==> config.mk <==
export PLATFORM = sky130hd
export DESIGN_NAME = char_lcd_nibble_port_driver
export DESIGN_NICKNAME = d
export VERILOG_FILES = /design/src/rtl/clnpd_pkg.sv /design/src/rtl/clnpd_seq.sv /design/src/rtl/clnpd_dp.sv /design/src/rtl/char_lcd_nibble_port_driver.sv
export VERILOG_INCLUDE_DIRS = /design/src /design/src/rtl
export SDC_FILE = /design/constraint.sdc
export NUM_CORES = 1
export LEC_CHECK = 0
export ABC_AREA = 1
export CAP_MARGIN = 30
export CORE_ASPECT_RATIO = 1.2
export CORE_MARGIN = 10
export CORE_UTILIZATION = 44
export CTS_BUF_LIST = sky130_fd_sc_hd__clkbuf_16
export CTS_CLUSTER_SIZE = 24
export DETAILED_ROUTE_END_ITERATION = 16
export DONT_BUFFER_PORTS = 1
export PLACE_DENSITY = 0.66
export SETUP_SLACK_MARGIN = 0.4
export SLEW_MARGIN = 15
export SYNTH_ARGS = -nofsm -noshare
export SYNTH_HDL_FRONTEND = slang
export SYNTH_SLANG_ARGS = --single-unit
==> constraint.sdc <==
create_clock -name clk -period 6.6 [get_ports clk]
set_input_delay 0.33 -clock clk [delete_from_list [all_inputs] [get_ports clk]]
set_output_delay 0.33 -clock clk [all_outputs]
set_load 0.05 [all_outputs]
==> src/rtl/char_lcd_nibble_port_driver_assert.svh <==
// ----------------------------------------------------------------------------
// Assertion macros for the character LCD nibble port driver.
// The macros expect a clock named clk and an active-low reset named rst_n.
// ----------------------------------------------------------------------------
`ifndef CHAR_LCD_NIBBLE_PORT_DRIVER_ASSERT_SVH
`define CHAR_LCD_NIBBLE_PORT_DRIVER_ASSERT_SVH
`ifndef NO_ASSERTIONS
`define CLNPD_ASSERT_NOW(lbl, ante, cons, msg) \
  lbl: assert property (@(posedge clk) disable iff (!rst_n) (ante) |-> (cons)) \
    else $error(msg);
`define CLNPD_ASSERT_NEXT(lbl, ante, cons, msg) \
  lbl: assert property (@(posedge clk) disable iff (!rst_n) (ante) |=> (cons)) \
    else $error(msg);
`else
`define CLNPD_ASSERT_NOW(lbl, ante, cons, msg)
`define CLNPD_ASSERT_NEXT(lbl, ante, cons, msg)
`endif
`endif

==> src/rtl/clnpd_pkg.sv <==
// ----------------------------------------------------------------------------
// clnpd_pkg
// Shared types, constants and the microcode table of the LCD port driver.
// ----------------------------------------------------------------------------
package clnpd_pkg;

  localparam int PC_W     = 7;
  localparam int DIGITS   = 5;
  localparam int CNT_W    = 3;

  localparam logic [PC_W-1:0] PC_CMD   = 7'd0;
  localparam logic [PC_W-1:0] PC_DATA  = 7'd7;
  localparam logic [PC_W-1:0] PC_INIT  = 7'd14;
  localparam logic [PC_W-1:0] PC_PRINT = 7'd70;
  localparam logic [PC_W-1:0] PC_DIGIT = 7'd71;
  localparam logic [PC_W-1:0] PC_LAST  = 7'd77;

  localparam logic [15:0] RECIP_10   = 16'hCCCD;
  localparam int          RECIP_SHIFT = 19;
  localparam logic [3:0]  ASCII_DIGIT_HI = 4'h3;

  localparam logic [1:0] REG_RS_MASK     = 2'd0;
  localparam logic [1:0] REG_ENABLE_MASK = 2'd1;
  localparam logic [1:0] REG_PASS_MASK   = 2'd2;

  typedef enum logic [1:0] {
    OP_CMD   = 2'd0,
    OP_DATA  = 2'd1,
    OP_INIT  = 2'd2,
    OP_PRINT = 2'd3
  } op_t;

  typedef enum logic [3:0] {
    ACT_NOP,
    ACT_DIR,
    ACT_NOTRS,
    ACT_RS_CLR,
    ACT_RS_SET,
    ACT_E_SET,
    ACT_NIB,
    ACT_E_CLR,
    ACT_DIV
  } act_t;

  typedef enum logic [1:0] {
    SRC_ROM,
    SRC_IN,
    SRC_DIGIT
  } src_t;

  typedef enum logic [1:0] {
    FLOW_NEXT,
    FLOW_END,
    FLOW_DIV,
    FLOW_DIGIT
  } flow_t;

  typedef struct packed {
    act_t       act;
    logic       emit;
    src_t       src;
    logic       hi;
    logic [7:0] byte_c;
    logic [5:0] wait_c;
    flow_t      flow;
  } uword_t;

  typedef struct packed {
    logic   start;
    logic   fire;
    uword_t word;
  } ctrl_t;

  typedef struct packed {
    logic out_free;
    logic div_again;
    logic digit_again;
  } status_t;

  function automatic uword_t mk(input act_t act, input logic emit, input src_t src,
                                input logic hi, input logic [7:0] b,
                                input logic [5:0] wt, input flow_t fl);
    uword_t w;
    w.act    = act;
    w.emit   = emit;
    w.src    = src;
    w.hi     = hi;
    w.byte_c = b;
    w.wait_c = wt;
    w.flow   = fl;
    return w;
  endfunction

  // One byte: register-select write, then two enable strobes.
  function automatic uword_t byte_step(input logic [2:0] k, input act_t rs_act,
                                       input logic rs_emit, input src_t src,
                                       input logic [7:0] b, input logic [5:0] w_rs,
                                       input logic [5:0] w_e, input flow_t fl_end);
    uword_t w;
    case (k)
      3'd0:    w = mk(rs_act, rs_emit, src, 1'b1, b, w_rs, FLOW_NEXT);
      3'd1:    w = mk(ACT_E_SET, 1'b1, src, 1'b1, b, w_e, FLOW_NEXT);
      3'd2:    w = mk(ACT_NIB, 1'b1, src, 1'b1, b, 6'd0, FLOW_NEXT);
      3'd3:    w = mk(ACT_E_CLR, 1'b1, src, 1'b1, b, 6'd0, FLOW_NEXT);
      3'd4:    w = mk(ACT_E_SET, 1'b1, src, 1'b0, b, 6'd0, FLOW_NEXT);
      3'd5:    w = mk(ACT_NIB, 1'b1, src, 1'b0, b, 6'd0, FLOW_NEXT);
      default: w = mk(ACT_E_CLR, 1'b1, src, 1'b0, b, 6'd0, fl_end);
    endcase
    return w;
  endfunction

  function automatic uword_t strobe_step(input logic [1:0] k, input logic [7:0] b,
                                         input logic [5:0] wt);
    uword_t w;
    case (k)
      2'd0:    w = mk(ACT_E_SET, 1'b1, SRC_ROM, 1'b1, b, wt, FLOW_NEXT);
      2'd1:    w = mk(ACT_NIB, 1'b1, SRC_ROM, 1'b1, b, 6'd0, FLOW_NEXT);
      default: w = mk(ACT_E_CLR, 1'b1, SRC_ROM, 1'b1, b, 6'd0, FLOW_NEXT);
    endcase
    return w;
  endfunction

  // Microcode table, addressed by the step counter.
  function automatic uword_t ucode(input logic [PC_W-1:0] a);
    logic [PC_W-1:0] i;
    logic [PC_W-1:0] t;
    uword_t          w;
    i = a - PC_INIT;
    t = '0;
    w = mk(ACT_NOP, 1'b0, SRC_ROM, 1'b0, 8'h00, 6'd0, FLOW_END);
    if (a < PC_DATA) begin
      w = byte_step(a[2:0], ACT_RS_CLR, 1'b1, SRC_IN, 8'h00, 6'd0, 6'd1, FLOW_END);
    end else if (a < PC_INIT) begin
      t = a - PC_DATA;
      w = byte_step(t[2:0], ACT_RS_SET, 1'b1, SRC_IN, 8'h00, 6'd0, 6'd1, FLOW_END);
    end else if (a < PC_PRINT) begin
      if (i == 7'd0) begin
        w = mk(ACT_DIR, 1'b1, SRC_ROM, 1'b1, 8'hFF, 6'd0, FLOW_NEXT);
      end else if (i == 7'd1) begin
        w = mk(ACT_NOTRS, 1'b1, SRC_ROM, 1'b1, 8'h00, 6'd50, FLOW_NEXT);
      end else if (i < 7'd5) begin
        t = i - 7'd2;
        w = strobe_step(t[1:0], 8'h30, 6'd0);
      end else if (i < 7'd8) begin
        t = i - 7'd5;
        w = strobe_step(t[1:0], 8'h30, 6'd5);
      end else if (i < 7'd11) begin
        t = i - 7'd8;
        w = strobe_step(t[1:0], 8'h30, 6'd5);
      end else if (i < 7'd14) begin
        t = i - 7'd11;
        w = strobe_step(t[1:0], 8'h20, 6'd5);
      end else if (i < 7'd21) begin
        // The first command's register-select write only updates the port image.
        t = i - 7'd14;
        w = byte_step(t[2:0], ACT_RS_CLR, 1'b0, SRC_ROM, 8'd40, 6'd0, 6'd6, FLOW_NEXT);
      end else if (i < 7'd28) begin
        t = i - 7'd21;
        w = byte_step(t[2:0], ACT_RS_CLR, 1'b1, SRC_ROM, 8'h08, 6'd0, 6'd1, FLOW_NEXT);
      end else if (i < 7'd35) begin
        t = i - 7'd28;
        w = byte_step(t[2:0], ACT_RS_CLR, 1'b1, SRC_ROM, 8'h01, 6'd0, 6'd1, FLOW_NEXT);
      end else if (i < 7'd42) begin
        t = i - 7'd35;
        w = byte_step(t[2:0], ACT_RS_CLR, 1'b1, SRC_ROM, 8'h06, 6'd5, 6'd1, FLOW_NEXT);
      end else if (i < 7'd49) begin
        t = i - 7'd42;
        w = byte_step(t[2:0], ACT_RS_CLR, 1'b1, SRC_ROM, 8'h0F, 6'd50, 6'd1, FLOW_NEXT);
      end else begin
        t = i - 7'd49;
        w = byte_step(t[2:0], ACT_RS_CLR, 1'b1, SRC_ROM, 8'h80, 6'd0, 6'd1, FLOW_END);
      end
    end else if (a == PC_PRINT) begin
      w = mk(ACT_DIV, 1'b0, SRC_DIGIT, 1'b1, 8'h00, 6'd0, FLOW_DIV);
    end else if (a <= PC_LAST) begin
      t = a - PC_DIGIT;
      w = byte_step(t[2:0], ACT_RS_SET, 1'b1, SRC_DIGIT, 8'h00, 6'd0, 6'd1, FLOW_DIGIT);
    end
    return w;
  endfunction

  function automatic logic [PC_W-1:0] entry_pc(input op_t op);
    logic [PC_W-1:0] pc;
    unique case (op)
      OP_CMD:   pc = PC_CMD;
      OP_DATA:  pc = PC_DATA;
      OP_INIT:  pc = PC_INIT;
      OP_PRINT: pc = PC_PRINT;
      default:  pc = PC_CMD;
    endcase
    return pc;
  endfunction

endpackage

==> src/rtl/clnpd_seq.sv <==
// ----------------------------------------------------------------------------
// clnpd_seq
// Step counter and microcode fetch; issues one control word per step.
// ----------------------------------------------------------------------------
`include "char_lcd_nibble_port_driver_assert.svh"

module clnpd_seq (
  input  logic               clk,
  input  logic               rst_n,
  input  logic               in_valid,
  output logic               in_stall,
  input  logic [1:0]         in_operation,
  input  clnpd_pkg::status_t status,
  output clnpd_pkg::ctrl_t   ctrl
);

  logic                        active_r;
  logic                        active_nxt;
  logic [clnpd_pkg::PC_W-1:0]  pc_r;
  logic [clnpd_pkg::PC_W-1:0]  pc_nxt;
  clnpd_pkg::uword_t           word;
  logic                        start;
  logic                        fire;

  assign word     = clnpd_pkg::ucode(pc_r);
  assign in_stall = active_r;
  assign start    = in_valid && !active_r;
  assign fire     = active_r && (!word.emit || status.out_free);

  assign ctrl.start = start;
  assign ctrl.fire  = fire;
  assign ctrl.word  = word;

  always_comb begin
    active_nxt = active_r;
    pc_nxt     = pc_r;
    if (start) begin
      active_nxt = 1'b1;
      pc_nxt     = clnpd_pkg::entry_pc(clnpd_pkg::op_t'(in_operation));
    end else if (fire) begin
      case (word.flow)
        clnpd_pkg::FLOW_NEXT: pc_nxt = pc_r + 7'd1;
        clnpd_pkg::FLOW_END:  active_nxt = 1'b0;
        clnpd_pkg::FLOW_DIV: begin
          if (!status.div_again) begin
            pc_nxt = pc_r + 7'd1;
          end
        end
        default: begin
          if (status.digit_again) begin
            pc_nxt = clnpd_pkg::PC_DIGIT;
          end else begin
            active_nxt = 1'b0;
          end
        end
      endcase
    end
  end

  always_ff @(posedge clk) begin
    if (!rst_n) begin
      active_r <= 1'b0;
      pc_r     <= clnpd_pkg::PC_CMD;
    end else begin
      active_r <= active_nxt;
      pc_r     <= pc_nxt;
    end
  end

  `CLNPD_ASSERT_NEXT(a_end_idles, fire && (word.flow == clnpd_pkg::FLOW_END), !active_r, "sequencer still busy after end step")
  `CLNPD_ASSERT_NOW(a_pc_range, active_r, pc_r <= clnpd_pkg::PC_LAST, "step counter outside the program")
  `CLNPD_ASSERT_NEXT(a_entry, start, active_r && (pc_r == clnpd_pkg::entry_pc(clnpd_pkg::op_t'($past(in_operation)))), "wrong entry step for item")

endmodule

==> src/rtl/clnpd_dp.sv <==
// ----------------------------------------------------------------------------
// clnpd_dp
// Port image, configuration masks, decimal digit unit and output register.
// ----------------------------------------------------------------------------
`include "char_lcd_nibble_port_driver_assert.svh"

module clnpd_dp (
  input  logic               clk,
  input  logic               rst_n,
  input  logic               cfg_we,
  input  logic [1:0]         cfg_index,
  input  logic [3:0]         cfg_wdata,
  input  logic [15:0]        in_value,
  input  clnpd_pkg::ctrl_t   ctrl,
  output clnpd_pkg::status_t status,
  output logic               out_valid,
  input  logic               out_stall,
  output logic [7:0]         out_port_value,
  output logic               out_to_direction,
  output logic [5:0]         out_wait_ms,
  output logic               out_last
);

  localparam int DIGITS = clnpd_pkg::DIGITS;
  localparam int CNT_W  = clnpd_pkg::CNT_W;

  logic [3:0]        rs_mask_r;
  logic [3:0]        enable_mask_r;
  logic [3:0]        pass_mask_r;
  logic [7:0]        image_r;
  logic [7:0]        image_nxt;
  logic [15:0]       val_r;
  logic [15:0]       val_nxt;
  logic [CNT_W-1:0]  cnt_r;
  logic [CNT_W-1:0]  cnt_nxt;
  logic [3:0]        dig_r   [DIGITS];
  logic [3:0]        dig_nxt [DIGITS];
  logic              out_valid_r;
  logic              out_valid_nxt;
  logic [7:0]        out_port_value_r;
  logic              out_to_direction_r;
  logic [5:0]        out_wait_ms_r;
  logic              out_last_r;

  logic [7:0]        rs8;
  logic [7:0]        e8;
  logic [7:0]        keep8;
  logic [7:0]        byte_sel;
  logic [3:0]        nib;
  logic [7:0]        wv;
  logic              upd;
  logic              push;
  logic              pop;
  logic              emit_now;
  logic              last_now;
  logic [31:0]       prod;
  logic [15:0]       quo;
  logic [15:0]       quo10;
  logic [15:0]       rem;

  assign rs8   = {4'h0, rs_mask_r};
  assign e8    = {4'h0, enable_mask_r};
  assign keep8 = {4'h0, rs_mask_r | pass_mask_r};

  always_comb begin
    case (ctrl.word.src)
      clnpd_pkg::SRC_IN:    byte_sel = val_r[7:0];
      clnpd_pkg::SRC_DIGIT: byte_sel = {clnpd_pkg::ASCII_DIGIT_HI, dig_r[0]};
      default:              byte_sel = ctrl.word.byte_c;
    endcase
  end

  assign nib = ctrl.word.hi ? byte_sel[7:4] : byte_sel[3:0];

  always_comb begin
    unique case (ctrl.word.act)
      clnpd_pkg::ACT_DIR:    wv = 8'hFF;
      clnpd_pkg::ACT_NOTRS:  wv = ~rs8;
      clnpd_pkg::ACT_RS_CLR: wv = image_r & ~rs8;
      clnpd_pkg::ACT_RS_SET: wv = image_r | rs8;
      clnpd_pkg::ACT_E_SET:  wv = image_r | e8;
      clnpd_pkg::ACT_NIB:    wv = (image_r & keep8) | e8 | {nib, 4'h0};
      clnpd_pkg::ACT_E_CLR:  wv = image_r & ~e8;
      default:               wv = image_r;
    endcase
  end

  always_comb begin
    unique case (ctrl.word.act) inside
      clnpd_pkg::ACT_NOP, clnpd_pkg::ACT_DIR, clnpd_pkg::ACT_DIV: upd = 1'b0;
      default:                                                    upd = 1'b1;
    endcase
  end

  // Divide by ten with a reciprocal multiply; exact for 16-bit values.
  assign prod  = 32'(val_r) * 32'(clnpd_pkg::RECIP_10);
  assign quo   = 16'(prod >> clnpd_pkg::RECIP_SHIFT);
  assign quo10 = (quo << 3) + (quo << 1);
  assign rem   = val_r - quo10;

  assign push     = ctrl.fire && (ctrl.word.act == clnpd_pkg::ACT_DIV);
  assign pop      = ctrl.fire && (ctrl.word.flow == clnpd_pkg::FLOW_DIGIT);
  assign emit_now = ctrl.fire && ctrl.word.emit;

  assign status.out_free    = !out_valid_r || !out_stall;
  assign status.div_again   = (quo != 16'd0) && (cnt_r < CNT_W'(DIGITS - 1));
  assign status.digit_again = (cnt_r != CNT_W'(1));

  assign last_now = (ctrl.word.flow == clnpd_pkg::FLOW_END) ||
                    ((ctrl.word.flow == clnpd_pkg::FLOW_DIGIT) && !status.digit_again);

  always_comb begin
    image_nxt = image_r;
    if (ctrl.fire && upd) begin
      image_nxt = wv;
    end
    val_nxt = val_r;
    cnt_nxt = cnt_r;
    dig_nxt = dig_r;
    if (ctrl.start) begin
      val_nxt = in_value;
      cnt_nxt = '0;
    end else if (push) begin
      val_nxt    = quo;
      cnt_nxt    = cnt_r + CNT_W'(1);
      dig_nxt[0] = rem[3:0];
      for (int k = 1; k < DIGITS; k++) begin
        dig_nxt[k] = dig_r[k-1];
      end
    end else if (pop) begin
      cnt_nxt = cnt_r - CNT_W'(1);
      for (int k = 0; k < DIGITS - 1; k++) begin
        dig_nxt[k] = dig_r[k+1];
      end
    end
    out_valid_nxt = out_valid_r;
    if (emit_now) begin
      out_valid_nxt = 1'b1;
    end else if (!out_stall) begin
      out_valid_nxt = 1'b0;
    end
  end

  always_ff @(posedge clk) begin
    if (!rst_n) begin
      rs_mask_r     <= 4'd1;
      enable_mask_r <= 4'd2;
      pass_mask_r   <= 4'd0;
      image_r       <= 8'h00;
      cnt_r         <= '0;
      out_valid_r   <= 1'b0;
    end else begin
      if (cfg_we) begin
        case (cfg_index)
          clnpd_pkg::REG_RS_MASK:     rs_mask_r     <= cfg_wdata;
          clnpd_pkg::REG_ENABLE_MASK: enable_mask_r <= cfg_wdata;
          clnpd_pkg::REG_PASS_MASK:   pass_mask_r   <= cfg_wdata;
          default: begin
          end
        endcase
      end
      image_r     <= image_nxt;
      cnt_r       <= cnt_nxt;
      out_valid_r <= out_valid_nxt;
    end
  end

  always_ff @(posedge clk) begin
    val_r <= val_nxt;
    dig_r <= dig_nxt;
    if (emit_now) begin
      out_port_value_r   <= wv;
      out_to_direction_r <= (ctrl.word.act == clnpd_pkg::ACT_DIR);
      out_wait_ms_r      <= ctrl.word.wait_c;
      out_last_r         <= last_now;
    end
  end

  assign out_valid        = out_valid_r;
  assign out_port_value   = out_port_value_r;
  assign out_to_direction = out_to_direction_r;
  assign out_wait_ms      = out_wait_ms_r;
  assign out_last         = out_last_r;

  `CLNPD_ASSERT_NOW(a_cnt_range, 1'b1, cnt_r <= CNT_W'(DIGITS), "digit count overflow")
  `CLNPD_ASSERT_NOW(a_pop_nonempty, pop, cnt_r != '0, "digit popped from empty stack")
  `CLNPD_ASSERT_NOW(a_dir_value, out_valid_r && out_to_direction_r, out_port_value_r == 8'hFF, "direction write with wrong value")

endmodule

==> src/rtl/char_lcd_nibble_port_driver.sv <==
// ----------------------------------------------------------------------------
// char_lcd_nibble_port_driver
// Turns command, data, initialize and print-decimal items into the run of
// 8-bit port writes that drives a character LCD in 4-bit mode.
// The input channel (in_valid, in_stall, in_operation, in_value) takes one
// item at a time; in_stall is high while an item is being worked off.
// The result channel (out_valid, out_stall, out_*) carries one port write per
// transfer, with out_wait_ms the delay before it and out_last on the final
// write of the item. The configuration port writes the three line masks; the
// user must write them only while the block is idle, which the block itself
// does not enforce. A microcode table runs one step per cycle while the
// result side does not stall: command and data items take 7 steps, initialize
// 56 and print decimal one division step per digit plus 7 per digit (8 to 40).
// The first write is registered from the first writing step, after the
// division steps for print decimal, and writes then follow one per cycle, but
// for one gap in initialize. The next item is taken the cycle after the last
// step. A stall on the result side holds the output register and freezes the
// step counter at the next step that writes. Reset restores the masks to
// 1, 2 and 0, clears the port image and empties the output register.
// ----------------------------------------------------------------------------
module char_lcd_nibble_port_driver (
  input  logic        clk,
  input  logic        rst_n,
  input  logic        cfg_we,
  input  logic [1:0]  cfg_index,
  input  logic [3:0]  cfg_wdata,
  input  logic        in_valid,
  output logic        in_stall,
  input  logic [1:0]  in_operation,
  input  logic [15:0] in_value,
  output logic        out_valid,
  input  logic        out_stall,
  output logic [7:0]  out_port_value,
  output logic        out_to_direction,
  output logic [5:0]  out_wait_ms,
  output logic        out_last
);

  clnpd_pkg::ctrl_t   ctrl;
  clnpd_pkg::status_t status;

  clnpd_seq u_seq (
    .clk          (clk),
    .rst_n        (rst_n),
    .in_valid     (in_valid),
    .in_stall     (in_stall),
    .in_operation (in_operation),
    .status       (status),
    .ctrl         (ctrl)
  );

  clnpd_dp u_dp (
    .clk              (clk),
    .rst_n            (rst_n),
    .cfg_we           (cfg_we),
    .cfg_index        (cfg_index),
    .cfg_wdata        (cfg_wdata),
    .in_value         (in_value),
    .ctrl             (ctrl),
    .status           (status),
    .out_valid        (out_valid),
    .out_stall        (out_stall),
    .out_port_value   (out_port_value),
    .out_to_direction (out_to_direction),
    .out_wait_ms      (out_wait_ms),
    .out_last         (out_last)
  );

endmodule

# Yosys cells after proc, flatten, opt, wreduce, memory -nomap -nowiden
# Index checks and enable logic that the tools add are counted.
[totals]
wordCells = 238
ff_bits = 84
output_inout_bits = 18
in_bits = 29
[classes]
eq_ne = 75
muxes = 51
mul = 1
order_cmp = 14
add_sub_neg = 18
bitwise = 12
n_reduce_logical = 49
[op_table]
columns = ["op", "count"]
rows = [
  ["$pmux 23 s6", 7],
  ["$mux 24", 16],
  ["$pmux 22 s6", 2],
  ["$pmux 22 s2", 4],
  ["$mux 16", 4],
  ["$pmux 8 s7", 1],
  ["$eq 3x2->1 const B", 18],
  ["$eq 3x3->1 const B", 18],
  ["$mul 16x16->32 const B", 1],
  ["$lt 7x4->1 const B", 4],
  ["$mux 7", 4],
  ["$pmux 7 s4", 1],
  ["$eq 3x1->1 const B", 9],
  ["$logic_not 3->1", 9],
  ["$or 8x4->8", 3],
  ["$lt 7x6->1 const B", 3],
  ["$pmux 7 s3", 1],
  ["$and 8x8->8", 2],
  ["$eq 2x1->1 const B", 8],
  ["$eq 4x3->1 const B", 4],
  ["$not 4->8", 2],
  ["$pmux 8 s2", 1],
  ["$reduce_bool 16->1", 1],
  ["$sub 3x3->3 const B", 5],
  ["45 further kinds", 92],
]

# Depth between registers and ports, before layout
# Gate-level depths: netlist of the first run.
[depth]
ltp_word = 24
mapped_depth = 33
depth_no_buf = 33

# Modules after synthesis
# A second synthesis of the first run with hierarchy kept.
[hier_totals]
cells_unflattened = 1625
hier_area_um2 = 11561.1
[modules_own_cells]
columns = ["mod", "seq_area_each_um2", "cells_each", "instances", "area_per_inst_um2"]
rows = [
  ["clnpd_dp", 2042.0, 1174, 1, 9148.8],
  ["clnpd_seq", 160.2, 451, 1, 2412.3],
]

# Worst setup path after synthesis of the first run
# Ideal clock, no wire load.
[synth_timing]
path_kind = "register to register"
startpoint = "register u_dp.val_r[4]"
endpoint = "register u_seq.pc_r[1] (netlist bit)"
setup_ns = 0.114
synth_period_minus_slack_ns = 5.864
path_stages_with_launch = 31
t_required_ns = 6.486
arrival_ns = 5.750
path_slack_ns = 0.736
path_buffers = 0
path_cell_list = "edfxtp_1 > ha_1 > xor2_1 > ha_1 > fa_1 > inv_1 > fa_1 > inv_1 > fa_1 > inv_1 > fa_1 > inv_1 > ha_1 > nand2_1 > nor4_1 > nand3_1 > nand3_1 > inv_1 > o21bai_1 > nand2_1 > nand2_1 > xor2_1 > inv_1 > nand4_1 > nor2_1 > nand2_1 > nand3_1 > nand3_2 > nand2_1 > nand2_1 > nor2_1"
[synth_between]
elab_chain_len = 5
[synth_lines]
columns = ["item", "line", "source"]
rows = [
  ["from (decl)", "clnpd_dp.sv:32", "logic [15:0] val_r;"],
  ["from (signal assigned)", "clnpd_dp.sv:169", "val_r <= val_nxt;"],
  ["$mul 16x16->32", "clnpd_dp.sv:96", "assign prod = 32'(val_r) * 32'(clnpd_pkg::RECIP_10);"],
  ["$reduce_bool 16->1", "clnpd_dp.sv:106", "assign status.div_again = (quo != 16'd0) && (cnt_r < CNT_W'(DIGITS - 1));"],
  ["$logic_and 1x1->1", "clnpd_dp.sv:106", ""],
  ["$ne 3x3->1 (no source line)", "-", ""],
  ["$reduce_and 4->1 (no source line)", "-", ""],
  ["to (signal assigned)", "clnpd_seq.sv:63", "pc_r <= clnpd_pkg::PC_CMD;"],
  ["to (signal assigned)", "clnpd_seq.sv:66", "pc_r <= pc_nxt;"],
  ["to (decl)", "clnpd_seq.sv:19", "logic [clnpd_pkg::PC_W-1:0] pc_r;"],
]
# No other way between the ends.
# A chain may end at the register's enable or synchronous reset.

# Worst setup path after layout of the first run
[layout_timing]
startpoint = "register u_dp.val_r[3]"
endpoint = "register u_seq.pc_r[6] (netlist bit)"
# The elaborated chain is that of the path after synthesis.

==> reports/metrics.csv, run 1 <==
metric,value,unit
grt_pass1_vias,9577,
ys.warnings.count,0,
grt-ovfl-total,0,
clockRootBuffer,clkbuf_16,
arrival,6.17,ns
finClkSkew,0.0126,ns
rsz0062_at_grt,false,
cpPeakStageDelay,0.55,ns
ys_seq_elements,82,
grt_usage,19.6,%
grt_start_max_net_pins,25,
path_common_cell,inv_1,
design.core.area,0.0248,mm2
area_growth,10.7,%
maxCapViolCount,0,
synth_cells,1442,
synth_edf_count,50,
io_buffers,0,
worst-endpoint-required,6.82,ns
syn-cell-area,0.0111,mm2
drc_errors,0,
period_share,90.1,%
gp_congestion,0.985,
r2r_slack,0.65,ns
hold_class,input port to register,
max_freq,168,MHz
crit_type,register to register,
synth_ff_type,edfxtp_1,
grt_use_met2,35.0,%
initial_core_util,44.8,%
min_from,rst_n,
slew_headroom,39.0,%
slew_viol_final,0,
drt-wirelength-per-cell,17.5,um
synth.distinct_cells,59,
hold_end,u_dp.enable_mask_r[1],
grt_use_met3,3.61,%
dr.pass1.iters,6,
path_buf_inv,6,
cts_made_buffers,9,
worstReg2RegEnd,u_seq.pc_r[6],
fin_nets,1740,
avgSynthCellArea,7.69,um2
crit_fanout,6,
cts_sinks,82,
tightest_slew,0.917,ns
r2r_start,u_dp.val_r[3],
ant_nets,0,
clkLatencyLatePin,0.36,ns
row_count,63,
vias,9578,
status,completed,
critical-path-slowest-cell,fa_1,
hold_buffers,0,
hold_path_depth,1,
synth_fp_nets,1707,
dieArea,0.0320,mm2
die_height,194,um
drive_gt1_share,12.3,%
min_period,5.95,ns
dp_hpwl,26100,um
h-tree-depth,3,
path_clk_slew,0.07,ns
drt_iter0_markers,701,
routed_wirelength,31500,um
r2r_cells,28,
use_met1,21.6,%
crit_path_start_kind,register,
antenna_found_initial,2,
setup_viol,0,
dieWidth,165,um
grt_most_used_layer,met2,
diodes,0,
tns,0,ns
cts_tree,built,
via_per_inst,5.31,
grt_pass1_wl,49800,um
seq_area_frac_synth,19.3,%
endpoint_kind,register,
cts_buffer_depth,2,
hold_violations,0,
ys_async_sr_fraction,0,%
ios,47,
path_delay_family,adder cells,
## state kept, by name, indices dropped and copies added, names as in the netlist
name and cells:
u_seq.pc_r 7, u_dp.cnt_r 3, u_dp.out_to_direction 1, u_dp.out_last 1, u_dp.enable_mask_r 4, u_dp.val_r 16
u_dp.out_valid 1, u_dp.image_r 8, u_dp.out_wait_ms 4, u_dp.dig_r 20, u_dp.out_port_value 8, u_dp.rs_mask_r 4
u_dp.pass_mask_r 4, u_seq.in_stall 1
## cells by family after synthesis
family,synth area share (%)
buf+inv,11.5
flops,19.3
fa+ha+maj,32.0
simple gates,23.3
xor+xnor,1.98
other cells,0.0338
compound gates,11.9
## placed cells by master, fill, tap and decap left out, drive strengths merged, types with 20 or more instances in the layout
cell,instances
buf,40
nand4,22
fa,79
o21ai,87
ha,157
inv,313
a21oi,90
nor2,138
nand3,60
edfxtp,50
xor2,20
nand2,296
dfxtp,32
## Yosys cell counts (all sizes together) (6+ instances only)
cell type	count	area, um2
inv	310	1170
nand2	296	1290
ha	157	1960
nor2	138	642
a21oi	90	480
o21ai	87	465
fa	79	1580
nand3	59	348
edfxtp	50	1500
dfxtp	32	641
nand4	22	144
xor2	20	175
nor3	14	75.1
clkbuf	11	41.3
a31oi	9	56.3
buf	8	51.3
o211ai	8	60.1
nand3b	6	45.0
nor4	6	37.5
## layout make-up
cell class | instances | area [um2]
clock buffers | 9 | 225
inverters | 311 | 1180
clock inverters | 7 | 75.1
well taps | 325 | 407
repair buffers | 40 | 300
fillers | 2440 | 12500
flip-flops and latches | 82 | 2140
multi-input cells | 1031 | 7940
## metrics by stage
step | std cells | hold slack [ns] | area, um2 | worst slack, ns | utilization, %
final | 1805 | 0.0693 | 12300 | 0.650 | 49.6
after global routing | 1805 | 0.0748 | 12300 | 0.349 | 49.6
after CTS | 1788 | 0.0601 | 11900 | 0.450 | 48.1
after detailed placement | 1763 | 0.423 | 11500 | 0.198 | 46.5
after global placement | 1763 | 0.422 | 11500 | 0.315 | 46.5
after floorplan | 1442 | 0.427 | 11100 | 0.736 | -
## what timing repair did
action                     CTS  global route
buffers inserted             9            16
cloned                       0             1
pin swaps                    0            16
hold endpoints to repair     0             0
setup endpoints to repair    8            10
resized for setup            4            41
## how the worst max path moves through the flow
| stage | from | to | slack [ns] | cells past startpoint |
|---|---|---|---|---|
| detailed placement | u_dp.val_r[3] | u_seq.pc_r[1] | 0.20 | 28 |
| CTS | u_dp.val_r[3] | u_seq.pc_r[1] | 0.45 | 30 |
| global route | u_dp.val_r[5] | u_seq.pc_r[3] | 0.35 | 28 |
| finish | u_dp.val_r[3] | u_seq.pc_r[6] | 0.65 | 28 |
| floorplan | u_dp.val_r[4] | u_seq.pc_r[1] | 0.74 | 30 |
| global placement | u_dp.val_r[3] | u_seq.pc_r[1] | 0.32 | 29 |
## metal layers
metal	share of wire, %	up-vias
met2	52	271
met1	39	4518
met5	0.10	-
met4	4.1	4
li1	-	4709
met3	4.8	76
Power of run 1 is left out: the tool's default activity adds up to more than one toggle a clock period on the data nets, which glitch-free logic cannot reach.
==> run 2: changes to the inputs <==
CORE_UTILIZATION = 50   (was 44)
PLACE_DENSITY = 0.72   (was 0.66)
SLEW_MARGIN = 20   (was 15)
==> run 2 against run 1 <==
  * Die area down 11%
  * Sequential cell count unchanged
  * Register-to-register slack worse by 0.12 ns
  * Design area down 0.98%
  * Clock skew down 0.00065 ns
  * Non-clock buffer count down 3
  * Worst hold slack better by 0.0010 ns
  * Via count up 0.16%
  * Worst setup slack worse by 0.12 ns
  * Wire length down 0.83%
  * Critical endpoint is now u_seq.pc_r[3]
==> reports/metrics.csv, run 2 (synthesis results as in run 1) <==
metric,value,unit,change
status,completed,,
slew_headroom,39.7,%,+0.71 points
r2r_slack,0.53,ns,-0.12 ns
crit_type,register to register,,
setup_viol,0,,unchanged
via_per_inst,5.48,,+3.2%
dieArea,0.0285,mm2,-11%
min_period,6.07,ns,+0.117 ns
top_register,u_dp.dig_r,,
crit_path_start_kind,register,,
ios,47,,unchanged
grt_start_max_net_pins,26,,+4.0%
largest_register_ffs,20,,unchanged
tns,0,ns,unchanged
dr.pass1.iters,5,,-1
routed_wirelength,31200,um,-0.83%
endpoint_kind,register,,
drt-wirelength-per-cell,17.8,um,+2.2%
row_count,59,,-6.3%
worst-endpoint-required,6.85,ns,+0.03 ns
fin_nets,1737,,-0.17%
slew_viol_final,0,,unchanged
layout_commonest_cell,inv_1,,
hold_path_depth,1,,unchanged
min_from,rst_n,,
reg_top3,"u_dp.dig_r x20, u_dp.val_r x16",,
cts_sinks,82,,unchanged
cts_buffer_depth,2,,unchanged
arrival,6.32,ns,+0.15 ns
drt_iter0_markers,707,,+0.86%
drive_gt1_share,12.0,%,-0.31 points
cts_made_buffers,9,,unchanged
design.core.area,0.0218,mm2,-12%
max_freq,165,MHz,-1.9%
gp_congestion,1.02,,+3.3%
io_buffers,0,,unchanged
hold_end,u_dp.enable_mask_r[1],,
hold_buffers,0,,unchanged
period_share,91.9,%,+1.8 points
r2r_start,u_dp.val_r[6],,
drc_errors,0,,unchanged
dp_hpwl,26100,um,-0.19%
critical-path-slowest-cell,fa_1,,
die_height,183,um,-5.6%
initial_core_util,50.9,%,+6.1 points
path_delay_family,adder cells,,
path_clk_slew,0.07,ns,about the same
rsz0062_at_grt,true,,
hold_violations,0,,unchanged
hold_class,input port to register,,
grt_usage,21.8,%,+2.3 points
ant_nets,0,,unchanged
grt_pass1_vias,9521,,-0.58%
finClkSkew,0.0119,ns,-0.000651 ns
tightest_slew,0.906,ns,-0.0106 ns
dieWidth,156,um,-5.4%
antenna_found_initial,3,,+1
path_common_cell,fa_1,,
vias,9593,,+0.16%
maxCapViolCount,0,,unchanged
path_buf_inv,6,,unchanged
h-tree-depth,3,,unchanged
nFillCells,2021,,-17%
r2r_cells,25,,-11%
grt_pass1_wl,49300,um,-0.91%
cts_tree,built,,
layout_common_cells,"inv_1, nand2_1, ha_1",,
worstReg2RegEnd,u_seq.pc_r[3],,
grt-ovfl-total,0,,unchanged
clockRootBuffer,clkbuf_16,,
area_growth,9.60,%,
cpPeakStageDelay,0.55,ns,about the same
clkLatencyLatePin,0.36,ns,about the same
crit_fanout,6,,unchanged
==> run 2: stage by stage <==
| stage | std cells | cell area, um2 | setup slack [ns] | utilization (%) | hold WS (ns) |
|---|---|---|---|---|---|
| final | 1752 | 12100 | 0.534 | 55.8 | 0.0703 |
| after global routing | 1751 | 12100 | 0.306 | 55.8 | 0.0737 |
| after CTS | 1732 | 11800 | 0.433 | 54.1 | 0.0572 |
| after detailed placement | 1707 | 11400 | 0.0910 | 52.4 | 0.423 |
| after global placement | 1707 | 11400 | 0.282 | 52.4 | 0.421 |
| after floorplan | 1442 | 11100 | 0.736 | - | 0.427 |
==> run 2: how the worst max path moves through the flow <==
stage / start / endpoint / slack (ns) / cells after the start
floorplan: u_dp.val_r[4] / u_seq.pc_r[1] / 0.74 / 30
global placement: u_dp.val_r[2] / u_seq.pc_r[2] / 0.28 / 23
detailed placement: u_dp.val_r[2] / u_seq.pc_r[2] / 0.09 / 23
CTS: u_dp.val_r[2] / u_seq.pc_r[0] / 0.43 / 30
global route: u_dp.val_r[6] / u_seq.pc_r[2] / 0.31 / 30
finish: u_dp.val_r[6] / u_seq.pc_r[3] / 0.53 / 25
==> run 2: repair_timing <==
action                     4_1_cts  5_1_grt
gates cloned                     0        1
pin swaps                        0       10
setup endpoints to repair        8        9
setup buffers                    9       18
gates resized for setup          5       35
==> run 2: per-layer routing <==
layer	vias up	routed length [um]	GRT usage [%]	part of all wire, %
li1	4705	-	-	-
met1	4491	11900	23.9	38
met2	293	16100	39.3	51
met3	100	1570	3.91	5.0
met4	4	1650	11.5	5.3
met5	-	30	0	0.096
==> run 2: worst reg2reg max path, cell delays in order (launching register included) <==
cell,delay (ns)
edfxtp_1,0.42
buf_4,0.17
ha_4,0.26
inv_1,0.07
fa_1,0.51
inv_1,0.06
fa_1,0.55
fa_1,0.44
fa_1,0.55
inv_1,0.06
fa_1,0.52
inv_1,0.07
ha_4,0.29
nand2_2,0.11
nor4_4,0.33
buf_4,0.16
nand3_1,0.05
o221ai_1,0.23
xor2_1,0.24
nand2_1,0.11
nor3_2,0.17
nand2_1,0.12
nand3_4,0.12
nand3_2,0.14
nor2_1,0.14
nor2_1,0.06
==> run 2: final cells by class <==
type                            instances  area [um2]  share of cell area (%)
Antenna cell                            1        2.50                  0.0206
Inverter                              311        1180                    9.69
Timing Repair Buffer                   37         278                    2.29
Clock inverter                          7        57.6                   0.474
Sequential cell                        82        2140                    17.6
Tap cell                              274         343                    2.82
Clock buffer                            9         225                    1.85
Multi-Input combinational cell       1031        7920                    65.2
Power of run 2 is left out for the same reason.
